`src/rtl/rs_pkg.sv`:
```
package rs_pkg;

   localparam int COORD_W = 16;
   localparam int STRIPS  = 4;
   localparam int QDEPTH  = 4;
   localparam int QPTR_W  = $clog2(QDEPTH);
   localparam int SLOT_W  = $clog2(STRIPS);

   // axis classes of the clipped subtrahend against the minuend
   localparam logic [1:0] CLS_LOW  = 2'd1;
   localparam logic [1:0] CLS_IN   = 2'd2;
   localparam logic [1:0] CLS_HIGH = 2'd3;

   typedef logic signed [COORD_W-1:0] coord_type;

   typedef struct packed {
      coord_type left;
      coord_type top;
      coord_type right;
      coord_type bottom;
   } rect_type;

   // one classified transaction: candidate strips in emit order plus a mask
   typedef struct packed {
      rect_type [STRIPS-1:0] strip;
      logic [STRIPS-1:0]     mask;
      logic                  none_left;
   } entry_type;

   typedef struct packed {
      logic              empty;
      logic [QPTR_W:0]   count;
   } qstat_type;

endpackage

```
`src/rtl/rs_front.sv`:
```
module rs_front (
   input  logic                 clock,
   input  logic                 reset,
   input  logic                 accept,
   input  rs_pkg::rect_type     rect_a,
   input  rs_pkg::rect_type     rect_b,
   output logic                 push,
   output rs_pkg::entry_type    entry
);

   logic             s1_valid_ff, s1_valid_in;
   rs_pkg::rect_type a_ff, a_in, b_ff, b_in;

   // sort stage: put each corner pair in ascending order
   always_comb begin
      s1_valid_in = accept;
      a_in.left   = (rect_a.left > rect_a.right)  ? rect_a.right  : rect_a.left;
      a_in.right  = (rect_a.left > rect_a.right)  ? rect_a.left   : rect_a.right;
      a_in.top    = (rect_a.top  > rect_a.bottom) ? rect_a.bottom : rect_a.top;
      a_in.bottom = (rect_a.top  > rect_a.bottom) ? rect_a.top    : rect_a.bottom;
      b_in.left   = (rect_b.left > rect_b.right)  ? rect_b.right  : rect_b.left;
      b_in.right  = (rect_b.left > rect_b.right)  ? rect_b.left   : rect_b.right;
      b_in.top    = (rect_b.top  > rect_b.bottom) ? rect_b.bottom : rect_b.top;
      b_in.bottom = (rect_b.top  > rect_b.bottom) ? rect_b.top    : rect_b.bottom;
   end

   always_ff @(posedge clock) begin
      if (reset) begin
         s1_valid_ff <= 1'b0;
      end else begin
         s1_valid_ff <= s1_valid_in;
      end
   end

   always_ff @(posedge clock) begin
      if (accept) begin
         a_ff <= a_in;
         b_ff <= b_in;
      end
   end

   function automatic logic [1:0] axis_class(rs_pkg::coord_type a0, rs_pkg::coord_type a1,
                                             rs_pkg::coord_type b0, rs_pkg::coord_type b1);
      if (b0 == a0)      return rs_pkg::CLS_LOW;
      else if (b1 == a1) return rs_pkg::CLS_HIGH;
      else               return rs_pkg::CLS_IN;
   endfunction

   function automatic rs_pkg::rect_type mk(rs_pkg::coord_type l, rs_pkg::coord_type t,
                                           rs_pkg::coord_type r, rs_pkg::coord_type b);
      rs_pkg::rect_type v;
      v.left = l; v.top = t; v.right = r; v.bottom = b;
      return v;
   endfunction

   // classify stage
   logic              disjoint;
   rs_pkg::coord_type ax0, ay0, ax1, ay1, bx0, by0, bx1, by1;
   rs_pkg::coord_type bx0m1, bx1p1, by0m1, by1p1;
   logic [1:0]        cls_x, cls_y;
   logic              x_rest, y_rest;
   rs_pkg::entry_type build;

   always_comb begin
      ax0 = a_ff.left;  ax1 = a_ff.right;
      ay0 = a_ff.top;   ay1 = a_ff.bottom;
      disjoint = (b_ff.right < ax0) || (b_ff.left > ax1) ||
                 (b_ff.bottom < ay0) || (b_ff.top > ay1);
      // clip B to A
      bx0 = (b_ff.left   < ax0) ? ax0 : b_ff.left;
      bx1 = (b_ff.right  > ax1) ? ax1 : b_ff.right;
      by0 = (b_ff.top    < ay0) ? ay0 : b_ff.top;
      by1 = (b_ff.bottom > ay1) ? ay1 : b_ff.bottom;
      bx0m1 = bx0 - rs_pkg::coord_type'(1);
      bx1p1 = bx1 + rs_pkg::coord_type'(1);
      by0m1 = by0 - rs_pkg::coord_type'(1);
      by1p1 = by1 + rs_pkg::coord_type'(1);
      cls_x = axis_class(ax0, ax1, bx0, bx1);
      cls_y = axis_class(ay0, ay1, by0, by1);
      x_rest = (ax1 != bx1);
      y_rest = (ay1 != by1);

      build.strip     = '0;
      build.mask      = '0;
      build.none_left = 1'b0;
      case ({cls_x, cls_y})
         {rs_pkg::CLS_IN, rs_pkg::CLS_IN}: begin
            build.strip[0] = mk(ax0, ay0, bx0m1, ay1);
            build.strip[1] = mk(bx0, ay0, bx1, by0m1);
            build.strip[2] = mk(bx0, by1p1, bx1, ay1);
            build.strip[3] = mk(bx1p1, ay0, ax1, ay1);
            build.mask     = 4'b1111;
         end
         {rs_pkg::CLS_LOW, rs_pkg::CLS_IN}: begin
            build.strip[0] = mk(ax0, ay0, bx1, by0m1);
            build.strip[1] = mk(ax0, by1p1, bx1, ay1);
            build.strip[2] = mk(bx1p1, ay0, ax1, ay1);
            build.mask     = {1'b0, x_rest, 2'b11};
         end
         {rs_pkg::CLS_HIGH, rs_pkg::CLS_IN}: begin
            build.strip[0] = mk(ax0, ay0, ax1, by0m1);
            build.strip[1] = mk(ax0, by0, bx0m1, by1);
            build.strip[2] = mk(ax0, by1p1, ax1, ay1);
            build.mask     = 4'b0111;
         end
         {rs_pkg::CLS_IN, rs_pkg::CLS_LOW}: begin
            build.strip[0] = mk(ax0, ay0, bx0m1, by1);
            build.strip[1] = mk(bx1p1, ay0, ax1, by1);
            build.strip[2] = mk(ax0, by1p1, ax1, ay1);
            build.mask     = {1'b0, y_rest, 2'b11};
         end
         {rs_pkg::CLS_IN, rs_pkg::CLS_HIGH}: begin
            build.strip[0] = mk(ax0, ay0, ax1, by0m1);
            build.strip[1] = mk(ax0, by0, bx0m1, ay1);
            build.strip[2] = mk(bx1p1, by0, ax1, ay1);
            build.mask     = 4'b0111;
         end
         {rs_pkg::CLS_HIGH, rs_pkg::CLS_LOW}: begin
            build.strip[0] = mk(ax0, ay0, bx0m1, ay1);
            build.strip[1] = mk(bx0, by1p1, ax1, ay1);
            build.mask     = {2'b00, y_rest, 1'b1};
         end
         {rs_pkg::CLS_HIGH, rs_pkg::CLS_HIGH}: begin
            build.strip[0] = mk(ax0, ay0, bx0m1, ay1);
            build.strip[1] = mk(bx0, ay0, ax1, by0m1);
            build.mask     = 4'b0011;
         end
         {rs_pkg::CLS_LOW, rs_pkg::CLS_LOW}: begin
            build.strip[0] = mk(bx1p1, ay0, ax1, ay1);
            build.strip[1] = mk(ax0, by1p1, bx1, ay1);
            build.mask     = {2'b00, y_rest, x_rest};
         end
         default: begin
            // low x, high y
            build.strip[0] = mk(bx1p1, ay0, ax1, ay1);
            build.strip[1] = mk(ax0, ay0, bx1, by0m1);
            build.mask     = {2'b00, 1'b1, x_rest};
         end
      endcase

      if (disjoint) begin
         build.strip     = '0;
         build.strip[0]  = a_ff;
         build.mask      = 4'b0001;
         build.none_left = 1'b0;
      end else if (build.mask == '0) begin
         // B swallows A: one marker transaction with zero corners
         build.strip     = '0;
         build.mask      = 4'b0001;
         build.none_left = 1'b1;
      end
   end

   assign push  = s1_valid_ff;
   assign entry = build;

endmodule

```
`src/rtl/rs_queue.sv`:
```
module rs_queue (
   input  logic               clock,
   input  logic               reset,
   input  logic               push,
   input  rs_pkg::entry_type  push_entry,
   input  logic               pop,
   output rs_pkg::entry_type  head,
   output rs_pkg::qstat_type  stat
);

   rs_pkg::entry_type              mem [rs_pkg::QDEPTH];
   logic [rs_pkg::QPTR_W-1:0]      wr_ptr_ff, wr_ptr_in, rd_ptr_ff, rd_ptr_in;
   logic [rs_pkg::QPTR_W:0]        count_ff, count_in;

   always_comb begin
      wr_ptr_in = push ? wr_ptr_ff + (rs_pkg::QPTR_W)'(1) : wr_ptr_ff;
      rd_ptr_in = pop  ? rd_ptr_ff + (rs_pkg::QPTR_W)'(1) : rd_ptr_ff;
      count_in  = count_ff + (rs_pkg::QPTR_W+1)'(push) - (rs_pkg::QPTR_W+1)'(pop);
   end

   always_ff @(posedge clock) begin
      if (reset) begin
         wr_ptr_ff <= '0;
         rd_ptr_ff <= '0;
         count_ff  <= '0;
      end else begin
         wr_ptr_ff <= wr_ptr_in;
         rd_ptr_ff <= rd_ptr_in;
         count_ff  <= count_in;
      end
   end

   always_ff @(posedge clock) begin
      if (push) begin
         mem[wr_ptr_ff] <= push_entry;
      end
   end

   assign head       = mem[rd_ptr_ff];
   assign stat.empty = (count_ff == '0);
   assign stat.count = count_ff;

endmodule

```
`src/rtl/rs_back.sv`:
```
module rs_back (
   input  logic               clock,
   input  logic               reset,
   input  logic               have_head,
   input  rs_pkg::entry_type  head,
   output logic               pop,
   output logic               out_strobe,
   output rs_pkg::rect_type   out_piece,
   output logic               out_none_left,
   output logic               out_last
);

   logic [rs_pkg::STRIPS-1:0] rem_ff, rem_in, cur, nxt;
   logic                      started_ff, started_in;
   logic [rs_pkg::SLOT_W-1:0] slot;
   logic                      strobe_ff, strobe_in;
   rs_pkg::rect_type          piece_ff, piece_in;
   logic                      none_ff, none_in, last_ff, last_in;

   always_comb begin
      cur  = started_ff ? rem_ff : head.mask;
      slot = '0;
      for (int k = rs_pkg::STRIPS - 1; k >= 0; k--) begin
         if (cur[k]) slot = rs_pkg::SLOT_W'(k);
      end
      nxt = cur;
      nxt[slot] = 1'b0;

      pop        = have_head && (nxt == '0);
      strobe_in  = have_head;
      piece_in   = head.strip[slot];
      none_in    = head.none_left;
      last_in    = (nxt == '0);
      started_in = have_head ? (nxt != '0) : started_ff;
      rem_in     = have_head ? nxt : rem_ff;
   end

   always_ff @(posedge clock) begin
      if (reset) begin
         started_ff <= 1'b0;
         strobe_ff  <= 1'b0;
      end else begin
         started_ff <= started_in;
         strobe_ff  <= strobe_in;
      end
   end

   always_ff @(posedge clock) begin
      rem_ff <= rem_in;
      if (have_head) begin
         piece_ff <= piece_in;
         none_ff  <= none_in;
         last_ff  <= last_in;
      end
   end

   assign out_strobe    = strobe_ff;
   assign out_piece     = piece_ff;
   assign out_none_left = none_ff;
   assign out_last      = last_ff;

endmodule

```
`src/rtl/rectangle_subtract_unit.sv`:
```
// A taken start is registered in the sort stage, classified into the queue, and its first
//   strip is registered at the output; it waits while earlier transactions are still queued.
// Throughput: one strip per cycle on the result side, 1 to 4 strips per transaction;
//   start is taken every cycle while the 4-entry queue has room.
// Reset (synchronous, active high) empties the pipeline and queue and drops the strobe.
// Results cannot be held off; rsp_strobe marks each one for a single cycle.
module rectangle_subtract_unit (
   input  logic                     clock,
   input  logic                     reset,
   input  logic                     start,
   output logic                     busy,
   input  logic signed [15:0]       req_a_left,
   input  logic signed [15:0]       req_a_top,
   input  logic signed [15:0]       req_a_right,
   input  logic signed [15:0]       req_a_bottom,
   input  logic signed [15:0]       req_b_left,
   input  logic signed [15:0]       req_b_top,
   input  logic signed [15:0]       req_b_right,
   input  logic signed [15:0]       req_b_bottom,
   output logic                     rsp_strobe,
   output logic signed [15:0]       rsp_piece_left,
   output logic signed [15:0]       rsp_piece_top,
   output logic signed [15:0]       rsp_piece_right,
   output logic signed [15:0]       rsp_piece_bottom,
   output logic                     rsp_none_left,
   output logic                     rsp_last
);

   rs_pkg::rect_type   rect_a, rect_b, piece;
   rs_pkg::entry_type  front_entry, head;
   rs_pkg::qstat_type  qstat;
   logic               accept, push, pop, front_busy;

   assign rect_a = '{left: req_a_left, top: req_a_top, right: req_a_right,
                     bottom: req_a_bottom};
   assign rect_b = '{left: req_b_left, top: req_b_top, right: req_b_right,
                     bottom: req_b_bottom};

   // The sort stage pushes into the queue unconditionally in the cycle after it
   // loads, so a transaction is only taken if the queue is sure to have room
   // for it and for whatever already sits in the sort stage.
   assign front_busy = ({1'b0, qstat.count} + {{(rs_pkg::QPTR_W+1){1'b0}}, push})
                       >= (rs_pkg::QPTR_W+2)'(rs_pkg::QDEPTH);
   assign busy   = front_busy;
   assign accept = start && !front_busy;

   // front: sort corners, then clip/classify and build the strip list
   rs_front u_front (
      .clock  (clock),
      .reset  (reset),
      .accept (accept),
      .rect_a (rect_a),
      .rect_b (rect_b),
      .push   (push),
      .entry  (front_entry)
   );

   // decouples classification from the one-strip-per-cycle emitter
   rs_queue u_queue (
      .clock      (clock),
      .reset      (reset),
      .push       (push),
      .push_entry (front_entry),
      .pop        (pop),
      .head       (head),
      .stat       (qstat)
   );

   // back: walks the strip mask of the head entry, one strip per cycle,
   // and retires the entry with the strip that carries last
   rs_back u_back (
      .clock         (clock),
      .reset         (reset),
      .have_head     (!qstat.empty),
      .head          (head),
      .pop           (pop),
      .out_strobe    (rsp_strobe),
      .out_piece     (piece),
      .out_none_left (rsp_none_left),
      .out_last      (rsp_last)
   );

   assign rsp_piece_left   = piece.left;
   assign rsp_piece_top    = piece.top;
   assign rsp_piece_right  = piece.right;
   assign rsp_piece_bottom = piece.bottom;

endmodule

```
`config.mk`:
```
export PLATFORM = sky130hd
export DESIGN_NAME = rectangle_subtract_unit
export DESIGN_NICKNAME = d
export VERILOG_FILES = /design/src/rtl/rs_pkg.sv /design/src/rtl/rs_front.sv /design/src/rtl/rs_queue.sv /design/src/rtl/rs_back.sv /design/src/rtl/rectangle_subtract_unit.sv
export SDC_FILE = /design/constraint.sdc
export NUM_CORES = 2
export LEC_CHECK = 0
export BUFFER_PORTS_ARGS = -buffer_cell sky130_fd_sc_hd__buf_2
export CORE_ASPECT_RATIO = 0.7
export CORE_MARGIN = 2
export CORE_UTILIZATION = 35
export DETAILED_ROUTE_END_ITERATION = 12
export HOLD_SLACK_MARGIN = 0.12
export SLEW_MARGIN = 20
export SYNTH_ARGS = -nofsm -noshare
export SYNTH_HDL_FRONTEND = slang
export SYNTH_SLANG_ARGS = --single-unit
```
`constraint.sdc`:
```
create_clock -name clock -period 7.3 [get_ports clock]
set_input_delay 1.095 -clock clock [delete_from_list [all_inputs] [get_ports clock]]
set_output_delay 1.095 -clock clock [all_outputs]
set_load 0.005 [all_outputs]
```
==> impl_metrics.json <==
{
  "place_congestion": 1.02,
  "antenna_found_initial": 13,
  "synthFlopType": "edfxtp_1",
  "num_vias": 39400,
  "synth_cells": 4303,
  "track_usage_pct": 21.5,
  "r2r-end": "u_queue.mem[2][127]",
  "worstSetupPathType": "reg -> reg",
  "rows": 126,
  "dieArea_um2": 172000,
  "synth_seq_cells": 1254,
  "clock_latency_ns": 0.78,
  "arrival_ns": 6.60,
  "setup_tns_ns": 0,
  "layoutNonFillerInstCount": 6791,
  "cts_root_buf": "clkbuf_16",
  "portBuffers": 198,
  "final_cell_mix": "edfxtp_1, nand2_1, ha_1, buf_2, inv_1",
  "cts.htree.levels": 3,
  "tightest_slew_ns": 1.14,
  "slew_headroom_pct": 23.5,
  "cp-end-kind": "flip-flop",
  "fmax_mhz": 165,
  "ys_seq_area_share_pct": 63.5,
  "ant_nets": 0,
  "viasPerCell": 5.81,
  "cp_max_fo": 17,
  "synth_cell_types": 91,
  "grt_pass1_wl_mm": 271,
  "dp_hpwl_mm": 130,
  "grt_max_degree": 143,
  "startpoint": "u_front.ax1[11]",
  "ir_drop_uv": 234,
  "skew_ns": 0.0372,
  "post_route_cells_drive_above_1_share_pct": 18.1,
  "yosys_warnings": 0,
  "ios": 199,
  "fp.dieW_um": 495,
  "rsz0062_at_grt": "no",
  "r2r_setup_slack_ns": 1.23,
  "drc": 0,
  "crit_end": "u_queue.mem[2][127]",
  "maxCapViolCount": 0,
  "hold_violations": 0,
  "power_leakage_nw": 22.5,
  "dieHeight_um": 348,
  "grt_pass1_vias": 37000,
  "core_um2": 168000,
  "clock_path_buffers": 3,
  "drtPass1Iterations": 10,
  "status": "finished, final reports clean",
  "critPathLaunchType": "flip-flop",
  "layout_commonest_cell": "edfxtp_1",
  "reg2regPathDepth": 16,
  "tritoncts": "yes",
  "routed_wl_mm": 190,
  "required_ns": 7.83,
  "avgSynthCellArea_um2": 13.7,
  "fin_crit_sh_pct": 83.2,
  "clock_sinks": 1254,
  "holdWs_ns": 0.538,
  "worstReg2RegStart": "u_front.ax1[11]",
  "fin_nets": 4779,
  "utilization_pct": 39.8,
  "placed_cells": 6568,
  "period_needed_ns": 6.07,
  "synth_nets": 4634,
  "cts_inserted_buffers": 118,
  "start_util_pct": 35.2,
  "power_density_nw_per_um2": 351,
  "slew_viol_final": 0,
  "gr-total-overflow": 0,
  "syn_area_um2": 59100,
  "synth_edf_count": 1242,
  "cts_setup_buffers": 0,
  "finalSetupViolations": 0,
  "drt-initial-drc-count": 5921,
  "synth-async-reset-ratio_pct": 0,
  "syn_to_final_growth_pct": 13.2,
  "clk_pin_slew_ns": 0.07,
  "hold_class": "reg -> reg",
  "cts_hold_repair.buffers": 0,
  "wire_per_inst_um": 28.0,
  "cts_resized": 0
}
-- logic make-up after synthesis --
kind of cell	share of synthesized area, %
AOI/OAI and AO/OA	7.44
xor gates and xnor gates	2.09
adders and majority gates	4.26
buffers and inverters	2.93
DFF	63.5
muxes	9.69
other	0.00634
and+or+nand+nor	10.1
-- stage by stage --
| step | area [µm²] | setup WS (ns) | total power, W |
|---|---|---|---|
| finish | 67000 | 1.23 | 0.0235 |
| global route | 67000 | 0.932 | 0.0244 |
| CTS | 66900 | 1.42 | 0.0235 |
| detailed placement | 62900 | 1.45 | 0.0171 |
| global placement | 62900 | 1.35 | 0.0171 |
| floorplan | 59100 | 0.00498 | 0.0138 |
-- flip-flops by register name (all words and copies together) (netlist names), named ones only --
register              flops
u_back.out_last           1
u_queue.wr_ptr_ff         2
u_queue.count_ff          3
u_back.out_piece         64
u_back.started_ff         1
u_queue.mem            1044
u_back.out_none_left      1
u_back.rem_ff             4
u_back.out_strobe         1
u_queue.rd_ptr_ff         2
u_front.push              1
u_front.b_ff             64
u_front.ax1              16
u_front.ay1              16
u_front.ax0              16
u_front.ay0              16
-- synth_stat cells (all sizes together), types with 6 or more instances --
master	number	share of area, %
nor4	86	0.92
mux2	144	2.7
or3	8	0.085
and2	28	0.30
nand4	120	1.3
o211ai	8	0.12
nor3	33	0.30
edfxtp	1242	63
nor2b	22	0.23
o21a	17	0.22
nor2	171	1.1
xor2	65	0.96
nand3	160	1.4
a221o	23	0.39
a32o	6	0.10
dfxtp	12	0.41
inv	164	1.0
xnor2	75	1.1
and3	15	0.16
a222oi	37	0.63
buf	67	0.55
nand2b	16	0.17
mux4	133	5.1
ha	199	4.2
nor3b	7	0.089
a211oi	9	0.12
o2bb2ai	16	0.25
clkbuf	210	1.3
a21oi	113	0.96
mux2i	111	1.9
nand2	602	3.8
a22oi	105	1.3
a31oi	15	0.17
o21ai	63	0.53
a32oi	68	1.0
a21o	24	0.30
a221oi	17	0.25
a22o	23	0.34
-- how the worst min path moves through the flow --
| stage | startpoint | to | cells past startpoint |
|---|---|---|---|
| floorplan | u_queue.rd_ptr_ff[1] | flip-flop | 2 |
| global placement | u_queue.rd_ptr_ff[1] | flip-flop | 2 |
| detailed placement | u_queue.rd_ptr_ff[1] | flip-flop | 2 |
| CTS | u_queue.rd_ptr_ff[1] | u_queue.rd_ptr_ff[1] | 2 |
| global route | u_queue.rd_ptr_ff[1] | flip-flop | 2 |
| finish | u_queue.rd_ptr_ff[1] | u_queue.rd_ptr_ff[1] | 2 |
-- where the power goes --
part | total (W) | leakage (nW) | internal (W) | switching (W)
clock | 0.00644 | 1.93 | 0.00357 | 0.00287
combinational | 0.00763 | 9.27 | 0.00242 | 0.00521
sequential | 0.00946 | 11.3 | 0.00887 | 0.000596
-- critical path, stage by stage (launching register included) --
cell and delay [ns]:
edfxtp_1 0.65, inv_1 0.26, ha_1 0.40, nand4_1 0.17, a2111o_1 0.44, a31oi_4 0.59, nor2_1 0.09, a21oi_1 0.59
inv_1 0.26, ha_1 0.35, nand2_1 0.16, nor2_1 0.14, nand3_1 0.11, o21ai_0 0.11, xnor2_1 0.75, a222oi_1 0.37
nor2_1 0.38
-- cell type report --
type | count | area (µm²)
antenna | 4 | 10.0
clock buffer | 135 | 3020
clock inverter | 84 | 992
fill | 15500 | 101000
inverter | 165 | 622
multi-input combinational | 2607 | 20000
sequential | 1254 | 37500
tap | 2240 | 2800
timing repair buffer | 302 | 1930
-- routing by layer --
metal / global-route usage [%] / part of all wire (%)
met5: 0 / 0.019
met4: 4.50 / 1.8
met3: 5.50 / 11
met2: 29.3 / 40
met1: 33.9 / 46
(Power assumes the default switching activity.)
